===== src/rtl/pidwc_pkg.sv =====
`timescale 1ns / 1ps

package pidwc_pkg;

    // fixed field widths
    localparam int IN_W       = 32;
    localparam int DT_W       = 16;
    localparam int GAIN_W     = 32;
    localparam int LIMIT_W    = 31;
    localparam int CFG_DATA_W = 32;
    localparam int CFG_IDX_W  = 3;

    // default datapath width of error, integral and derivative
    localparam int VALUE_WIDTH_DEF = 32;

    // running sum of the three terms, and the wider width used to clamp a term
    localparam int SUM_W   = 64;
    localparam int CLAMP_W = SUM_W + 2;
    localparam logic signed [CLAMP_W-1:0] TERM_LIM = CLAMP_W'(64'sh2000_0000_0000_0000);

    // multiplier operand chunk
    localparam int CHUNK_W = 16;
    localparam int FRAC_W  = 16;

    // configuration register indexes
    typedef enum logic [CFG_IDX_W-1:0] {
        REG_GAIN_P           = 3'd0,
        REG_GAIN_I           = 3'd1,
        REG_GAIN_D           = 3'd2,
        REG_ERROR_STEP_LIMIT = 3'd3,
        REG_INTEGRAL_LIMIT   = 3'd4
    } cfg_reg_t;

    // reset values of the limits
    localparam logic [LIMIT_W-1:0] LIMIT_RESET = {LIMIT_W{1'b1}};

endpackage


===== src/rtl/pid_step_with_windup_clamp.sv =====
`timescale 1ns / 1ps

// an input beat passes through the error, the integral update, the restoring divider and the
// three multiply-accumulate terms to a valid result; a zero elapsed_ms skips the divider
// throughput: one item at a time, set by the one-bit-per-cycle restoring divider and the
// 32x17 multiplier taken once per 16-bit chunk
// a finished result waits in the output register while the next beat is accepted
// reset: synchronous active-low aresetn clears gains, integral and last error, limits to max
module pid_step_with_windup_clamp
    import pidwc_pkg::*;
#(
    parameter int VALUE_WIDTH = VALUE_WIDTH_DEF
) (
    input  logic                  aclk,
    input  logic                  aresetn,

    input  logic                  cfg_we,
    input  logic [CFG_IDX_W-1:0]  cfg_index,
    input  logic [CFG_DATA_W-1:0] cfg_data,

    input  logic                  s_valid,
    output logic                  s_ready,
    input  logic [IN_W-1:0]       s_target,
    input  logic [IN_W-1:0]       s_measured,
    input  logic [DT_W-1:0]       s_elapsed_ms,

    output logic                  m_valid,
    input  logic                  m_ready,
    output logic [IN_W-1:0]       m_drive,
    output logic                  m_saturated
);

    localparam int W     = VALUE_WIDTH;
    localparam int XW    = ((W > IN_W) ? W : IN_W) + 2;
    localparam int NW    = W + 1;
    localparam int CNT_W = $clog2(NW + 1);
    localparam int NCH   = (W + CHUNK_W - 1) / CHUNK_W;
    localparam int MV_W  = NCH * CHUNK_W;
    localparam int PW    = GAIN_W + MV_W;
    localparam int PRODW = GAIN_W + CHUNK_W;

    localparam logic signed [W-1:0]     VMAX_W = {1'b0, {(W-1){1'b1}}};
    localparam logic signed [W-1:0]     VMIN_W = {1'b1, {(W-1){1'b0}}};
    localparam logic signed [SUM_W-1:0] VMAX_S = SUM_W'(VMAX_W);
    localparam logic signed [SUM_W-1:0] VMIN_S = SUM_W'(VMIN_W);

    typedef enum logic [3:0] {
        ST_IDLE, ST_ERR, ST_INTA, ST_INTB, ST_DIV, ST_DSGN, ST_LOAD, ST_MUL, ST_TERM, ST_FIN
    } state_t;

    typedef enum logic [1:0] {
        TERM_P, TERM_I, TERM_D
    } term_t;

    // saturate a wide signed value to the datapath range
    function automatic logic signed [W-1:0] sat_w(input logic signed [SUM_W-1:0] x);
        if (x > VMAX_S) begin
            return VMAX_W;
        end else if (x < VMIN_S) begin
            return VMIN_W;
        end
        return $signed(x[W-1:0]);
    endfunction

    state_t                    state_reg;
    term_t                     term_reg;
    logic                      m_valid_reg;

    logic signed [GAIN_W-1:0]  gain_p_reg, gain_i_reg, gain_d_reg;
    logic [LIMIT_W-1:0]        esl_reg, il_reg;

    logic signed [IN_W-1:0]    tgt_reg, meas_reg;
    logic [DT_W-1:0]           dt_reg;
    logic signed [W-1:0]       err_reg, last_err_reg, integ_reg, deriv_reg;
    logic signed [XW-1:0]      itmp_reg;
    logic                      neg_reg;
    logic [DT_W-1:0]           rem_reg;
    logic [NW-1:0]             quo_reg;
    logic [CNT_W-1:0]          cnt_reg;
    logic [MV_W-1:0]           mv_reg;
    logic                      first_reg;
    logic signed [PW-1:0]      acc_reg;
    logic signed [SUM_W-1:0]   sum_reg;
    logic [IN_W-1:0]           drive_reg;
    logic                      sat_reg;

    // configuration writes
    always_ff @(posedge aclk) begin
        if (!aresetn) begin
            gain_p_reg <= '0;
            gain_i_reg <= '0;
            gain_d_reg <= '0;
            esl_reg    <= LIMIT_RESET;
            il_reg     <= LIMIT_RESET;
        end else if (cfg_we) begin
            unique case (cfg_reg_t'(cfg_index))
                REG_GAIN_P:           gain_p_reg <= $signed(cfg_data);
                REG_GAIN_I:           gain_i_reg <= $signed(cfg_data);
                REG_GAIN_D:           gain_d_reg <= $signed(cfg_data);
                REG_ERROR_STEP_LIMIT: esl_reg    <= cfg_data[LIMIT_W-1:0];
                REG_INTEGRAL_LIMIT:   il_reg     <= cfg_data[LIMIT_W-1:0];
                default:              ;
            endcase
        end
    end

    // error, saturated to the datapath range
    logic signed [XW-1:0] diff_x;
    logic signed [W-1:0]  err_next;
    assign diff_x   = XW'(tgt_reg) - XW'(meas_reg);
    assign err_next = sat_w(SUM_W'(diff_x));

    // integral add with per-step limit, error change for the divider
    logic signed [XW-1:0] err_x, esl_x, err_lim_x, itmp_next, dd_x, mag_x;
    assign err_x     = XW'(err_reg);
    assign esl_x     = $signed(XW'(esl_reg));
    assign err_lim_x = (err_x > esl_x) ? esl_x : ((err_x < -esl_x) ? -esl_x : err_x);
    assign itmp_next = XW'(integ_reg) + err_lim_x;
    assign dd_x      = err_x - XW'(last_err_reg);
    assign mag_x     = dd_x[XW-1] ? -dd_x : dd_x;

    // integral clamp and clear
    logic signed [XW-1:0] il_x, ic_x;
    logic signed [W-1:0]  integ_next;
    assign il_x       = $signed(XW'(il_reg));
    assign ic_x       = (itmp_reg > il_x) ? il_x : ((itmp_reg < -il_x) ? -il_x : itmp_reg);
    assign integ_next = (gain_i_reg == '0) ? '0 : sat_w(SUM_W'(ic_x));

    // restoring divider step, one quotient bit per cycle
    logic [DT_W:0]   shifted;
    logic [DT_W+1:0] trial;
    logic            ge;
    logic [DT_W-1:0] rem_next;
    logic [NW-1:0]   quo_next;
    assign shifted  = {rem_reg, quo_reg[NW-1]};
    assign trial    = {1'b0, shifted} - {2'b00, dt_reg};
    assign ge       = !trial[DT_W+1];
    assign rem_next = ge ? trial[DT_W-1:0] : shifted[DT_W-1:0];
    assign quo_next = {quo_reg[NW-2:0], ge};

    // signed quotient, rounded toward zero
    logic signed [SUM_W-1:0] q_s;
    logic signed [W-1:0]     deriv_next;
    assign q_s        = $signed(SUM_W'(quo_reg));
    assign deriv_next = sat_w(neg_reg ? -q_s : q_s);

    // operand select for the shared multiplier
    logic signed [GAIN_W-1:0] gain_sel;
    logic signed [W-1:0]      op_sel;
    always_comb begin
        unique case (term_reg)
            TERM_P: begin
                gain_sel = gain_p_reg;
                op_sel   = err_reg;
            end
            TERM_I: begin
                gain_sel = gain_i_reg;
                op_sel   = integ_reg;
            end
            TERM_D: begin
                gain_sel = gain_d_reg;
                op_sel   = deriv_reg;
            end
            default: begin
                gain_sel = '0;
                op_sel   = '0;
            end
        endcase
    end

    // shared 32x17 multiplier, top chunk signed, lower chunks unsigned
    logic [CHUNK_W-1:0]         chunk;
    logic signed [CHUNK_W:0]    mul_b;
    logic signed [PRODW:0]      mul_full;
    logic signed [PRODW-1:0]    prod;
    logic signed [PW-1:0]       acc_next;
    assign chunk    = mv_reg[MV_W-1 -: CHUNK_W];
    assign mul_b    = $signed({first_reg ? chunk[CHUNK_W-1] : 1'b0, chunk});
    assign mul_full = gain_sel * mul_b;
    assign prod     = $signed(mul_full[PRODW-1:0]);
    assign acc_next = $signed({acc_reg[PW-CHUNK_W-1:0], {CHUNK_W{1'b0}}}) + PW'(prod);

    // floor shift, term clamp and accumulate
    logic signed [PW-FRAC_W-1:0] term_x;
    logic signed [CLAMP_W-1:0]   tx, tc;
    logic signed [SUM_W-1:0]     sum_next;
    assign term_x   = $signed(acc_reg[PW-1:FRAC_W]);
    assign tx       = CLAMP_W'(term_x);
    assign tc       = (tx > TERM_LIM) ? TERM_LIM : ((tx < -TERM_LIM) ? -TERM_LIM : tx);
    assign sum_next = sum_reg + $signed(tc[SUM_W-1:0]);

    // output saturation
    logic signed [W-1:0]     drive_w;
    logic signed [SUM_W-1:0] drive_ext;
    logic                    sat_next;
    assign drive_w   = sat_w(sum_reg);
    assign drive_ext = SUM_W'(drive_w);
    assign sat_next  = (sum_reg > VMAX_S) || (sum_reg < VMIN_S);

    // sequencer
    always_ff @(posedge aclk) begin
        if (!aresetn) begin
            state_reg    <= ST_IDLE;
            term_reg     <= TERM_P;
            m_valid_reg  <= 1'b0;
            integ_reg    <= '0;
            last_err_reg <= '0;
            cnt_reg      <= '0;
        end else begin
            // result beat taken, unless a new one is loaded in the same cycle
            if (m_valid_reg && m_ready && (state_reg != ST_FIN)) begin
                m_valid_reg <= 1'b0;
            end
            unique case (state_reg)
                ST_IDLE: begin
                    if (s_valid) begin
                        tgt_reg   <= $signed(s_target);
                        meas_reg  <= $signed(s_measured);
                        dt_reg    <= s_elapsed_ms;
                        state_reg <= ST_ERR;
                    end
                end
                ST_ERR: begin
                    err_reg   <= err_next;
                    state_reg <= ST_INTA;
                end
                ST_INTA: begin
                    itmp_reg  <= itmp_next;
                    neg_reg   <= dd_x[XW-1];
                    quo_reg   <= mag_x[NW-1:0];
                    rem_reg   <= '0;
                    cnt_reg   <= CNT_W'(NW);
                    state_reg <= ST_INTB;
                end
                ST_INTB: begin
                    integ_reg    <= integ_next;
                    last_err_reg <= err_reg;
                    term_reg     <= TERM_P;
                    sum_reg      <= '0;
                    if (dt_reg == '0) begin
                        deriv_reg <= '0;
                        state_reg <= ST_LOAD;
                    end else begin
                        state_reg <= ST_DIV;
                    end
                end
                ST_DIV: begin
                    rem_reg <= rem_next;
                    quo_reg <= quo_next;
                    cnt_reg <= cnt_reg - 1'b1;
                    if (cnt_reg == CNT_W'(1)) begin
                        state_reg <= ST_DSGN;
                    end
                end
                ST_DSGN: begin
                    deriv_reg <= deriv_next;
                    state_reg <= ST_LOAD;
                end
                ST_LOAD: begin
                    mv_reg    <= MV_W'(op_sel);
                    acc_reg   <= '0;
                    first_reg <= 1'b1;
                    cnt_reg   <= CNT_W'(NCH);
                    state_reg <= ST_MUL;
                end
                ST_MUL: begin
                    acc_reg   <= acc_next;
                    mv_reg    <= mv_reg << CHUNK_W;
                    first_reg <= 1'b0;
                    cnt_reg   <= cnt_reg - 1'b1;
                    if (cnt_reg == CNT_W'(1)) begin
                        state_reg <= ST_TERM;
                    end
                end
                ST_TERM: begin
                    sum_reg <= sum_next;
                    unique case (term_reg)
                        TERM_P: begin
                            term_reg  <= TERM_I;
                            state_reg <= ST_LOAD;
                        end
                        TERM_I: begin
                            term_reg  <= TERM_D;
                            state_reg <= ST_LOAD;
                        end
                        default: begin
                            state_reg <= ST_FIN;
                        end
                    endcase
                end
                ST_FIN: begin
                    // load the result register once it is free
                    if (!m_valid_reg || m_ready) begin
                        drive_reg   <= drive_ext[IN_W-1:0];
                        sat_reg     <= sat_next;
                        m_valid_reg <= 1'b1;
                        state_reg   <= ST_IDLE;
                    end
                end
                default: begin
                    state_reg <= ST_IDLE;
                end
            endcase
        end
    end

    assign s_ready     = (state_reg == ST_IDLE);
    assign m_valid     = m_valid_reg;
    assign m_drive     = drive_reg;
    assign m_saturated = sat_reg;

endmodule


===== config.mk =====
export PLATFORM = sky130hd
export DESIGN_NAME = pid_step_with_windup_clamp
export DESIGN_NICKNAME = d
export VERILOG_FILES = /design/src/rtl/pidwc_pkg.sv /design/src/rtl/pid_step_with_windup_clamp.sv
export SDC_FILE = /design/constraint.sdc
export NUM_CORES = 2
export LEC_CHECK = 0
export ABC_AREA = 1
export BUFFER_PORTS_ARGS = -buffer_cell sky130_fd_sc_hd__buf_2
export CORE_UTILIZATION = 35
export DETAILED_ROUTE_END_ITERATION = 10
export MAX_ROUTING_LAYER = met4
export SETUP_SLACK_MARGIN = 0.02
export SLEW_MARGIN = 20
export SYNTH_ARGS = -nofsm -noshare
export SYNTH_HDL_FRONTEND = slang
export SYNTH_SLANG_ARGS = --single-unit

===== constraint.sdc =====
create_clock -name aclk -period 19 [get_ports aclk]
set_input_delay 2.85 -clock aclk [delete_from_list [all_inputs] [get_ports aclk]]
set_output_delay 2.85 -clock aclk [all_outputs]
set_load 0.02 [all_outputs]

## Word level (Yosys, flattened, before mapping)

Cells that the tools add are included.
W data, S select, Z words.

- $add $sub $neg: 11
- Multiply operators: 1
- Divide/modulo/power cells: 0
- Order comparisons: 14
- Eq/ne operators: 23
- Shifts and indexed selects: 0
- Multiplexer cells: 54
- Bitwise logic cells: 0
- Reduce and logical (&&, ||, !) cells: 33

Operators with widths:

| kind | number |
|---|---|
| $mux W32 | 14 |
| $pmux W64 S2 | 2 |
| $mux W64 | 3 |
| $pmux W32 S3 | 2 |
| $mux W34 | 4 |
| $gt A64 B32 Y1 const B | 2 |
| $lt A64 B32 Y1 const B | 2 |
| $pmux W32 S2 | 2 |
| $neg A31 Y34 | 2 |
| $pmux W33 S2 | 1 |
| $sub A32 B32 Y33 | 2 |
| $add A64 B48 Y64 | 1 |
| $add A64 B64 Y64 | 1 |
| $neg A33 Y64 | 1 |
| $gt A48 B63 Y1 const B | 1 |
| $lt A48 B62 Y1 const B | 1 |
| $mul A32 B17 Y48 | 1 |
| $pmux W4 S10 | 1 |
| $add A32 B34 Y34 | 1 |
| $gt A34 B32 Y1 | 1 |
| $gt A34 B32 Y1 const B | 1 |
| $lt A32 B34 Y1 | 1 |
| $lt A34 B32 Y1 const B | 1 |
| $lt A34 B34 Y1 | 1 |
| other kinds (42) | 87 |

- Bits in registers: 657
- Bits in latches: 0
- Bits in writable memories: 0
- ROM bits: 0
- Bits of input ports: 120
- Output and inout port bits: 35
- Memories: 0

## Depth between registers and ports, before layout

- Depth in word-level cells: 9
- Mapped depth: 48
- Mapped depth without buffers: 46

## Worst setup path after synthesis

No wires, ideal clock.

- Path type: input-to-reg
- From: input aresetn
- To: register dt_reg[0], enable pin
- Arrival time: 10.796 ns
- Setup slack: 7.489 ns
- Stages: 3
- Buffers on the path: 1
- Cell sequence: clkbuf_1 > inv_2 > nor4_1

- Longest elaborated chain between the ends: 1

Ends and longest elaborated chain:

| item | RTL line | source |
|---|---|---|
| start, declared | pid_step_with_windup_clamp.sv:15 | `input logic aresetn,` |
| $reduce_and A3 Y1 (no source line) | n/a |  |
| end signal, assigned | pid_step_with_windup_clamp.sv:219 | `dt_reg <= s_elapsed_ms;` |
| end, declared | pid_step_with_windup_clamp.sv:73 | `logic [DT_W-1:0] dt_reg;` |

No other way between the ends.
A chain may end at the register's enable or synchronous reset.

## Worst setup path after layout

- From: register term_reg[1]
- To: register acc_reg[59] (data pin)

- Longest elaborated chain between the ends: 5
- Elaborated cells between the ends (all ways): 7

Ends and longest elaborated chain:

| item | RTL line | source |
|---|---|---|
| start, declared | pid_step_with_windup_clamp.sv:66 | `term_t term_reg;` |
| start signal, assigned | pid_step_with_windup_clamp.sv:204 | `term_reg <= TERM_P;` |
| start signal, assigned | pid_step_with_windup_clamp.sv:238 | `term_reg <= TERM_P;` |
| start signal, assigned | pid_step_with_windup_clamp.sv:279 | `term_reg <= TERM_I;` |
| $eq A2 B2 Y1, or another cell as far along | pid_step_with_windup_clamp.sv:151 | `unique case (term_reg)` |
| $pmux W32 S3 * | pid_step_with_windup_clamp.sv:151 |  |
| $mul A32 B17 Y48 * | pid_step_with_windup_clamp.sv:179 | `assign mul_full = gain_sel * mul_b;` |
| $add A64 B48 Y64 * | pid_step_with_windup_clamp.sv:181 | `assign acc_next = $signed({acc_reg[PW-CHUNK_W-1:0], {CHUNK_W{1'b0}}}) + PW'(prod);` |
| $pmux W64 S2 * | pid_step_with_windup_clamp.sv:214 | `unique case (state_reg)` |
| end signal, assigned | pid_step_with_windup_clamp.sv:267 | `acc_reg <= acc_next;` |
| end, declared | pid_step_with_windup_clamp.sv:82 | `logic signed [PW-1:0] acc_reg;` |

Every way passes the cells marked *; elsewhere a longest branch is shown, timed or not.

==> results_dict.tcl <==
set metrics [dict create \
    fin_tns_setup_ns 0 \
    start_kind "flip-flop" \
    antenna_found_initial 1 \
    met3_usage_pct 2.50 \
    max_stage_delay_ns 0.59 \
    num-fill-cells 19200 \
    holdBufCountCts 0 \
    synth_top_area_cell "edfxtp_1" \
    maxSlewHeadroom_pct 24.9 \
    syn-num-nets 9727 \
    hold_violations 0 \
    grt_use_met2_pct 37.5 \
    synthAdderAreaFrac_pct 25.2 \
    drv_slew 0 \
    synth_top_family_by_area "adder cells" \
    portBuffers 154 \
    synthesis.area_um2 65100 \
    cts_buffers 83 \
    gp_congestion 0.971 \
    ys_warn_count 0 \
    via_per_inst 5.06 \
    fin_nets 9790 \
    netlist.area_leader.share_pct 19.5 \
    synth_xor_xnor_area_share_pct 2.96 \
    grt_usage_pct 22.1 \
    cts_tree "done" \
    clockRootBuffer "clkbuf_16" \
    rsz0062_at_grt "no" \
    htreeDepth 3 \
    clock-sinks 657 \
    fmax_ghz 0.0937 \
    crit_path_end_kind "flip-flop" \
    areaGrowthSynthToFinish_pct 9.78 \
    grt_max_degree 114 \
    n_antenna_cell 0 \
    fin_cells 11200 \
    dp.cells 11100 \
    overflow 0 \
    fin_crit_ns 10.67 \
    antenna_left 0 \
    postLayoutSetupSlackWorst_ns 8.33 \
    min_path_type "flip-flop to flip-flop" \
    slowest_stage "nor4_1" \
    grt_use_met1_pct 27.4 \
    cts_setup_buffers 0 \
    syn_area_per_cell_um2 7.56 \
    clk_pin_slew_worst_paths_ns 0.06 \
    drt-initial-drc-count 4296 \
    outcome "finished clean" \
    cap_violations 0 \
    path_delay_family "simple AND/OR/NAND/NOR gates" \
    grt_pass1_vias 56600 \
    path_buf_inv 9 \
    dp_hpwl_um 158000 \
    hp-start "last_err_reg[11]$_SDFFE_PN0P_" \
    synthSimpleGateAreaFrac_pct 21.1 \
    ctsResizeCount 0 \
    min_period_over_period_pct 56.1 \
    finalSetupViolCount 0 \
    cpMostUsedCell "nand2_1" \
    synth_compound_area_share_pct 13.2 \
    ys_seq_area_share_pct 26.7 \
    synthFlopType "edfxtp_1" \
    cellPowerDensity_nw_per_um2 94.2 \
    cp.required_ns 19.55 \
    synth-edff-count 422 \
    io_pins 155 \
    start_util_pct 35.4 \
    core-area_um2 184000 \
    syn_inst 8610 \
    max-vdd-ir-drop_mv 0.0868 \
    worstSetupStartpoint "term_reg[1]$_SDFFE_PN0P_" \
    rows 157 \
    synthMuxAreaShare_pct 0 \
    ys_top_cells_by_area "edfxtp_1, fa_1, nand2_1, ha_1, inv_1" \
    p_leak_nw 34.6 \
    cp_max_fo 33 \
    critPathArrivalTime_ns 11.21 \
    dr.pass1.iters 5 \
    die_h_um 433 \
    cts_buffer_depth 3 \
    vias 56700 \
    power_w 0.00673 \
    final_layout_size_suffix_gt1_share_pct 5.85 \
    routedWlPerCell_um 17.9 \
    routed_wl_um 201000 \
    critical_path_class "flip-flop to flip-flop" \
    dieWidth_um 433 \
    busiest_layer "met2" \
    timing.rr.start "term_reg[1]$_SDFFE_PN0P_" \
    place_ws_ns 8.41 \
    grt_pass1_wl_um 317000 \
    worst_pin_slew_ns 1.13 \
    async_reset_ff_share_pct 0 \
    ys_ff_latch 657 \
    post-route-drc-count 0 \
    fin_skew_ns 0.0660 \
    die_area_um2 188000 \
    synth.distinct_cells 64 \
    clk_latency_ns 0.74 \
]
routing by layer:
layer	wire, um	share of wire [%]
met3	10300	5.1
met5	0	0
met4	6600	3.3
met2	97400	49
met1	86500	43
cell usage in the layout, fill, tap and decap left out, drive strengths merged, types with 11 or more instances in the layout:
master / instances
o21ai: 501
a31oi: 42
xor2: 155
o31ai: 12
a21o: 30
xnor2: 65
edfxtp: 422
o221ai: 22
o21a: 56
nand2: 2112
or2: 16
dfxtp: 235
nand4: 99
o21bai: 21
nand3: 291
buf: 233
nor4: 50
fa: 521
nor3: 62
ha: 476
o211ai: 73
o22ai: 30
inv: 1600
a21oi: 685
clkinv: 33
nor2: 718
a21boi: 11
clkbuf: 96
cells by family after synthesis:
family | after synthesis
compound gates | 1515
buf+inv | 1847
flops | 657
simple gates | 3374
fa+ha+maj | 997
xor+xnor | 220
power by group:
group / switching, W / internal [W]
combinational: 0.00215 / 0.00102
clock: 0.000726 / 0.000929
sequential: 0.000156 / 0.00175
path summary, 6_finish.rpt:
path | to | slack [ns] | cells past startpoint
max | acc_reg[59]$_SDFFCE_PN0P_ | 8.33 | 40
min | last_err_reg[11]$_SDFFE_PN0P_ | 0.46 | 2
max reg2reg | acc_reg[59]$_SDFFCE_PN0P_ | 8.33 | 40
min reg2reg | last_err_reg[11]$_SDFFE_PN0P_ | 0.46 | 2
worst register-to-register path, delay by kind of cell, from the launching register on:
kind	cells	cell delay, ns
AO/OA/AOI/OAI	3	0.43
buffers and inverters	9	1.31
AND/OR/NAND/NOR	20	4.22
adder cells (fa/ha/maj)	8	4.06
flip-flops	1	0.44
synth_stat cells (65+ instances only):
cell and n:
o21ai_0 470, clkbuf_1 216, ha_1 476, a21oi_1 646, xnor2_1 65, xor2_1 155, edfxtp_1 422, nand3_1 283
nand4_1 97, nand2_1 2098, o211ai_1 72, fa_1 521, inv_1 1565, dfxtp_1 235, nor2_1 705
through the flow:
step                      util (%)  instance area (um2)  hold slack, ns
final                         38.8                71400           0.457
after global routing          38.8                71400           0.476
after CTS                     38.8                71400           0.462
after detailed placement      37.3                68500           0.450
after global placement        37.3                68500           0.444
after floorplan                  -                65100           0.430
cell type report:
cell class	instances	area, um2	area share (%)
repair buffers	233	1390	1.94
well taps	2464	3080	4.32
clock buffers	96	2180	3.05
inverters	1592	5980	8.37
clock inverters	56	666	0.932
multi-input cells	6106	40800	57.1
flip-flops and latches	657	17400	24.3
Note: power is estimated with default switching activity, not from simulation.
